File: src/design/crsp_pkg.sv
// Shared constants and types for the Catmull-Rom spline point evaluator.
// No dependencies; every other design file imports this package.
package crsp_pkg;

  // Default field widths: signed Q16.16 coordinates, unsigned Q1.16 parameter
  localparam int CRSP_COORD_BITS  = 32;
  localparam int CRSP_T_FRAC_BITS = 16;

  // Register stages from input to output, output register included
  localparam int CRSP_NSTG = 7;

  // Per-stage load enables, shared by the lanes and the merge stage
  typedef struct packed {
    logic [CRSP_NSTG-1:0] en;
  } crsp_stage_en_t;

endpackage

File: src/design/crsp_merge.sv
// Output stage: joins the two axis lanes and the overflow flags into one
// registered result. Depends on crsp_pkg.
module crsp_merge
  import crsp_pkg::*;
#(
  parameter int COORD_BITS = CRSP_COORD_BITS
)(
  input  logic                         clk,
  input  crsp_stage_en_t               stg,
  input  logic signed [COORD_BITS-1:0] res_x,
  input  logic signed [COORD_BITS-1:0] res_y,
  input  logic                         sat_x,
  input  logic                         sat_y,
  output logic signed [COORD_BITS-1:0] out_x,
  output logic signed [COORD_BITS-1:0] out_y,
  output logic                         overflow
);

  logic signed [COORD_BITS-1:0] x_r, y_r;
  logic                         ovf_r;

  // result register, held while the consumer stalls
  always_ff @(posedge clk) begin
    if (stg.en[CRSP_NSTG-1]) begin
      x_r   <= res_x;
      y_r   <= res_y;
      ovf_r <= sat_x | sat_y;
    end
  end

  assign out_x    = x_r;
  assign out_y    = y_r;
  assign overflow = ovf_r;

endmodule

File: config.mk
export PLATFORM = sky130hd
export DESIGN_NAME = crsp_merge
export DESIGN_NICKNAME = d
export VERILOG_FILES = /design/src/design/crsp_pkg.sv /design/src/design/crsp_merge.sv
export SDC_FILE = /design/constraint.sdc
export NUM_CORES = 1
export LEC_CHECK = 0
export BUFFER_PORTS_ARGS = -buffer_cell sky130_fd_sc_hd__buf_2
export CAP_MARGIN = 20
export CORE_MARGIN = 1.5
export CORE_UTILIZATION = 40
export DETAILED_ROUTE_END_ITERATION = 10
export PLACE_DENSITY_LB_ADDON = 0.08
export SLEW_MARGIN = 20
export SYNTH_ARGS = -nofsm -noshare
export SYNTH_HDL_FRONTEND = slang
export SYNTH_SLANG_ARGS = --single-unit
File: constraint.sdc
create_clock -name clk -period 0.88 [get_ports clk]
set_input_delay 0.22 -clock clk [delete_from_list [all_inputs] [get_ports clk]]
set_output_delay 0.22 -clock clk [all_outputs]
set_load 0.02 [all_outputs]
==> summary.txt <==
Status
  – Outcome: complete, but fails checks
  – Failing checks: negative setup slack

Routing
  – Iteration count of the initial detailed-routing pass: 4
  – Final WL: 3.85 mm
  – DR vias/cell: 4.24
  – Drt drc: 0
  – DR WL/cell: 13.6 microns
  – Number of routed nets with antenna violations: 0
  – Via Count: 1,199
  – DRT iter0 DRCs: 33

Placement
  – RePlAce Congestion: 0.655
  – Worst slack, placed: -0.0161 ns
  – Port Buffers: 132

Critical path
  – Crit path max-delay family: flip-flops
  – CP Capture Type: output pin
  – Worst Path Max Fanout: 1
  – Buffers & Inverters on Critical Path: 1
  – Arrival @ worst endpoint: 0.86 ns
  – CP required: 0.66 ns
  – Critical Setup Path Class: reg -> out
  – Crit-path cells: buf_6
  – CP max-delay cell: edfxtp_1
  – CP peak stage delay: 0.40 ns
  – Startpoint class of the critical path: register
  – WP depth: 1

STA
  – Max-slew violations: 0
  – Setup total negative slack: -11.69 ns
  – RSZ-0062 raised after global routing: yes
  – Endpoints failing hold: 0
  – Fin crit period: 1.08 ns
  – Hold_ws: 0.0744 ns
  – Final Setup Violations: 65
  – Worst Tran Pin Value: 0.173 ns
  – Fmax: 922 MHz
  – Worst rel slew slack: 88.5%
  – Final Cycle Share: 123%
  – Worst Slack Setup Final: -0.205 ns

Power and ir drop
  – Switch Pwr: 1.56 mW
  – Internal power: 5.13 mW
  – Pwr Density: 2090 mW/mm^2
  – PnR Total Power: 6.70 mW
  – Combinational Power Share: 14.3%
  – Leak pwr: 1.36 nW
  – Net Sw Frac: 23.3%
  – Clock share of power: 29.3%
  – Maximum vdd drop: 1220 uV
  – Sequential Power Share: 56.4%

CTS
  – TritonCTS Sinks: 65
  – CTS root buf: clkbuf_8
  – CTS Buffer Depth: 2
  – Num CTS Buffers: 9
  – Clock tree from TritonCTS: done
  – Clk slew on worst S/H paths: 0.07 ns
  – Max H-tree Level: 3

Floorplan
  – Die X: 73.0 microns
  – Die area: 0.00532 sq mm
  – Die height: 73.0 microns
  – Core ar.: 0.00472 sq mm
  – Ports: 139
  – Row cnt: 25
  – Initial Util: 41.5%

GRT
  – Pin count of the biggest net entering global routing: 34
  – Grt ovf: 0
  – Wire length of the first global-routing pass: 5.10 mm
  – Initial antenna violation count: 0
  – Vias in the first global route: 1,204
  – Total GRT Usage: 14.0%

Logic synthesis
  – Unique masters post-synth: 2
  – Mapped Cells: 66
  – Post-synthesis sequential area ratio: 99.7%
  – Syn_area_per_cell: 29.7 sq um
  – Mapped Nets: 140
  – Ys Warns: 0
  – Post-synthesis register bit count: 65
  – Cell Area, Synth: 0.00196 sq mm

Min path
  – Hold Path End: out_x[6]
  – Hold crit path type: in -> reg
  – Hold Path Depth: 1
  – Min-delay src: res_x[6]

Finish
  – Most common cell after layout, fill and taps aside: buf_2
  – Fill count: 337
  – Most frequent cells in the layout: buf_2, edfxtp_1, buf_6
  – Final nets: 285
  – Share of layout cells above drive strength 1: 67.1%
  – Multi-input logic area: 6.26 sq um
  – ANT cells: 0
  – Final Util: 67.8%
  – Synthesis-to-layout area growth: 63.5%
  – Register area: 0.00195 sq mm

Run
  – Max Cap Violations: 0
## flip-flops by register name, summed over array words and instances (netlist names)
signal    flops
out_x        32
out_y        32
overflow      1
## final cells by class
| type | instances | share of cell area [%] |
|---|---|---|
| clock inverter | 6 | 0.782 |
| clock buffer | 10 | 3.99 |
| tap | 67 | 2.62 |
| multi-input combinational | 1 | 0.195 |
| sequential | 65 | 61.0 |
| timing repair buffer | 134 | 31.5 |
## Yosys cell counts
master | instances | share of area (%)
or2_1 | 1 | 0.32
edfxtp_1 | 65 | 100
## through the flow
| step | std cells | instance area (sq um) |
|---|---|---|
| after detailed placement | 267 | 2740 |
| after floorplan | 66 | 1960 |
| final | 283 | 3200 |
| after CTS | 283 | 2990 |
| after global placement | 267 | 2740 |
| after global routing | 283 | 3200 |
## cell families after synthesis
kind of cell     after synthesis  synth area share (%)
DFF                           65                  99.7
and+or+nand+nor                1                 0.320
## power by group through the flow
stage / Combinational [mW] / Sequential, mW / Clock (mW)
CTS: 0.828 / 3.75 / 2.03
global route: 1.00 / 3.80 / 2.16
floorplan: 0.00142 / 4.13 / 0
finish: 0.956 / 3.78 / 1.96
detailed placement: 0.765 / 3.80 / 0
global placement: 0.754 / 3.79 / 0
## how the worst max path moves through the flow
stage / startpoint / endpoint / slack [ns]
finish: out_x[12] / out_x[12] / -0.20
global route: out_x[15] / out_x[15] / -0.26
CTS: out_y[26] / out_y[26] / -0.24
detailed placement: stg[6] / out_x[28] / -0.02
global placement: stg[6] / out_x[27] / -0.001
floorplan: sat_y / overflow / 0.20
## what timing repair did
action,in CTS,in global routing
hold buffers,0,0
setup buffers,0,0
setup endpoints to repair,65,65
resized for setup,30,68
## layer usage
metal / track usage (%) / part of all wire, %
met3: 6.91 / 9.2
met5: 0 / 0
met2: 25.1 / 58
met1: 11.8 / 32
met4: 9.43 / 0.49
No activity file was read; power rests on OpenSTA's default activity.
