**src/design/crsp_pkg.sv**
```systemverilog
// Shared constants and types for the Catmull-Rom spline point evaluator.
// No dependencies; every other design file imports this package.
package crsp_pkg;

  // Default field widths: signed Q16.16 coordinates, unsigned Q1.16 parameter
  localparam int CRSP_COORD_BITS  = 32;
  localparam int CRSP_T_FRAC_BITS = 16;

  // Register stages from input to output, output register included
  localparam int CRSP_NSTG = 7;

  // Per-stage load enables, shared by the lanes and the merge stage
  typedef struct packed {
    logic [CRSP_NSTG-1:0] en;
  } crsp_stage_en_t;

endpackage

```
**src/design/crsp_ctrl.sv**
```systemverilog
// Pipeline valid tracking and per-stage enables with bubble collapsing.
// Depends on crsp_pkg.
module crsp_ctrl
  import crsp_pkg::*;
(
  input  logic           clk,
  input  logic           rst_n,
  input  logic           in_valid,
  output logic           in_ready,
  output logic           out_valid,
  input  logic           out_ready,
  output crsp_stage_en_t stg
);

  logic [CRSP_NSTG-1:0] vld_r;
  logic [CRSP_NSTG:0]   rdy;

  // a stage may load when it is empty or its content moves on
  always_comb begin
    rdy[CRSP_NSTG] = out_ready;
    for (int k = CRSP_NSTG - 1; k >= 0; k--) begin
      rdy[k] = !vld_r[k] || rdy[k+1];
    end
  end

  assign stg.en    = rdy[CRSP_NSTG-1:0];
  assign in_ready  = rdy[0];
  assign out_valid = vld_r[CRSP_NSTG-1];

  // valid bits follow the data
  always_ff @(posedge clk) begin
    if (!rst_n) begin
      vld_r <= '0;
    end else begin
      if (rdy[0]) begin
        vld_r[0] <= in_valid;
      end
      for (int k = 1; k < CRSP_NSTG; k++) begin
        if (rdy[k]) begin
          vld_r[k] <= vld_r[k-1];
        end
      end
    end
  end

endmodule

```
**config.mk**
```make
export PLATFORM = sky130hd
export DESIGN_NAME = crsp_ctrl
export DESIGN_NICKNAME = d
export VERILOG_FILES = /design/src/design/crsp_pkg.sv /design/src/design/crsp_ctrl.sv
export SDC_FILE = /design/constraint.sdc
export NUM_CORES = 1
export LEC_CHECK = 0
export ABC_AREA = 1
export BUFFER_PORTS_ARGS = -buffer_cell sky130_fd_sc_hd__buf_2
export CAP_MARGIN = 40
export CORE_AREA = 2 2 39 41
export CTS_BUF_LIST = sky130_fd_sc_hd__clkbuf_8
export DETAILED_ROUTE_END_ITERATION = 10
export DIE_AREA = 0 0 41 43
export GPL_TIMING_DRIVEN = 0
export SLEW_MARGIN = 20
export SYNTH_ARGS = -nofsm -noshare
export SYNTH_HDL_FRONTEND = slang
export SYNTH_SLANG_ARGS = --single-unit
export TNS_END_PERCENT = 10
```
**constraint.sdc**
```tcl
create_clock -name clk -period 2.6 [get_ports clk]
set_clock_uncertainty 0.2 [all_clocks]
set_input_delay 0.26 -clock clk [delete_from_list [all_inputs] [get_ports clk]]
set_output_delay 0.26 -clock clk [all_outputs]
set_load 0.03 [all_outputs]
```
==> metrics.cfg <==
[finish]
largest_reg_flops = 7
top_register = vld_r
fillers = 151
fin_nets = 55
utilization = 0.304
design_area_sq_um = 420
drive_gt1_frac = 0.420
antenna_cells = 0
biggestRegsByFlops = vld_r x7
syn2layout_area_growth_pct = 42.4

[global_route]
antenna_found_initial = 0
grt_first_pass_wirelength_um = 731
overflow = 0
grt_pass1_vias = 194
grt_start_max_net_pins = 8
track_usage = 0.0645

[sta]
fmax_mhz = 551
fin_ws_ns = 0.785
holdWs_ns = 0.0903
rsz0062_at_grt = false
tightest_slew_ns = 0.220
timing.slew.headroom = 0.853
fin_crit_sh = 0.698
slew_violations = 0
setup_tns_ns = 0
period_minus_slack_ns = 1.81
setup_viol = 0
hold_viol = 0

[detailed_routing]
drt_wl_total_um = 493
num_vias = 250
via_per_inst = 3.79
ant_nets = 0
dr.pass1.iters = 1
routedWlPerCell_um = 7.47
drt_iter0_drc = 0
drc = 0

[critical_path]
cp.depth = 5
crit_chain = nand4_4, nor2_4, nand4_2, buf_4, buf_2
arrival_ns = 1.35
crit_path_max_fanout = 5
crit_buf_inv = 2
cp.required_ns = 2.14
crit_family = simple AND/OR/NAND/NOR gates
rr_worst_depth = 4
crit_path_start_kind = flop
cp-end-kind = output port
cpPeakStageDelay_ns = 0.38
crit_type = flop to output port
worst_path_max_delay_cell = dfxtp_1

[placement]
gp_congestion = 0.660
placement.io_buffers = 12
hpwlAfterDp_um = 390
placedInstanceArea_sq_um = 375
post-place-ws_ns = 0.969

[clock_tree]
clk_pin_slew_ns = 0.04
htreeDepth = 1
clk_path_buf_depth = 2
cts_resized = 0
tritoncts = yes
ctsHoldBuffers = 0
cts.sinks = 7
postCtsSetupBuffers = 0
insertion_delay_ns = 0.22
cts-buffers-inserted = 3
cts_root_buf = clkbuf_8

[yosys]
synth_area_leader_cell = dfxtp_1
synth_area_sq_um = 295
syn_nets = 38
syn_inst = 34
yosys-top-cells-area = dfxtp_1 (47%), inv_1 (13%), nand4_4 (7.2%)
seq_area_frac_synth = 0.475
ys_types = 11
synthTopCellsByCount = inv_1 (10), dfxtp_1 (7), nor2_1 (5), a21oi_1 (4), nand2_1 (2)
postSynthAreaPerCell_sq_um = 8.68
yosys_warnings = 0
synth_top_area_frac = 0.475
yosys_register_bits = 7
yosys_most_used_dff = dfxtp_1
synth_edf_count = 0
yosysMostFrequentCell = inv_1
async_flop_share = 0

[pwr]
ir_drop_mv = 0.248
leakagePower_uw = 0.000177
pwr_density_cell_mw_per_mm2 = 634

[floorplan]
die_height_um = 43
pin_count = 13
initial_utilization = 0.213
die_area_sq_mm = 0.00176
rows = 14
core_sq_mm = 0.00138
die_x_um = 41

[run_status]
status = finished, final reports clean

[job]
cap_viol_max_count = 0

[min_path]
min_delay_path_depth = 3
worstHoldPathType = input port to flop

final cells by class:
class / count / area (sq um) / share of cell area
Clock inverter: 1 / 3.75 / 0.00893
Multi-Input combinational cell: 16 / 110 / 0.262
Sequential cell: 7 / 140 / 0.333
Buffer: 1 / 7.51 / 0.0179
Clock buffer: 3 / 41.3 / 0.0982
Inverter: 10 / 37.5 / 0.0893
Timing Repair Buffer: 12 / 60.1 / 0.143
Tap cell: 16 / 20.0 / 0.0476
cell usage in the layout, fill, tap and decap left out, drive strengths merged:
cell,n
a21oi,5
buf,13
clkbuf,3
dfxtp,7
inv,11
nand2,2
nand3,1
nand4,2
nor2,6
worst reg2reg max path: cells and delay by family, from the launching register on:
| kind | cells | cell delay, ns |
|---|---|---|
| flip-flops | 1 | 0.38 |
| AO/OA/AOI/OAI | 1 | 0.13 |
| AND/OR/NAND/NOR | 3 | 0.44 |
cells by family (layout without fill, tap and decap cells):
| group | after synthesis | after routing | synth area share |
|---|---|---|---|
| AO/OA/AOI/OAI | 5 | 5 | 0.0975 |
| AND/OR/NAND/NOR | 11 | 11 | 0.275 |
| buffers and inverters | 11 | 27 | 0.153 |
| flip-flops | 7 | 7 | 0.475 |
where the power goes:
group	internal (uW)	total (uW)	switching (uW)
sequential	110	112	2.00
clock	102	146	44.3
combinational	3.42	8.21	4.79
total	216	267	51.1
per-layer routing:
layer  vias to the layer above  track usage  wire length, um
met3                         0       0.0628               56
met2                        12       0.0844              212
met1                       106       0.0714              225
met5                         -            0                0
met4                         0       0.0200                0
li1                        132            -                -
worst paths after layout:
check,slack (ns),end,start
worst max-delay path,0.79,stg[0],vld_r[5]
worst min-delay path,0.09,vld_r[0],in_valid
worst max register to register,1.40,vld_r[0],vld_r[5]
worst min register to register,0.26,vld_r[1],vld_r[0]
stage by stage:
step / cells / total power (uW)
4_1_cts: 66 / 272
2_1_floorplan: 34 / 119
3_3_place_gp: 62 / 122
5_1_grt: 66 / 283
6_report: 66 / 267
3_5_place_dp: 62 / 123
Power figures use the tool's default switching activity.
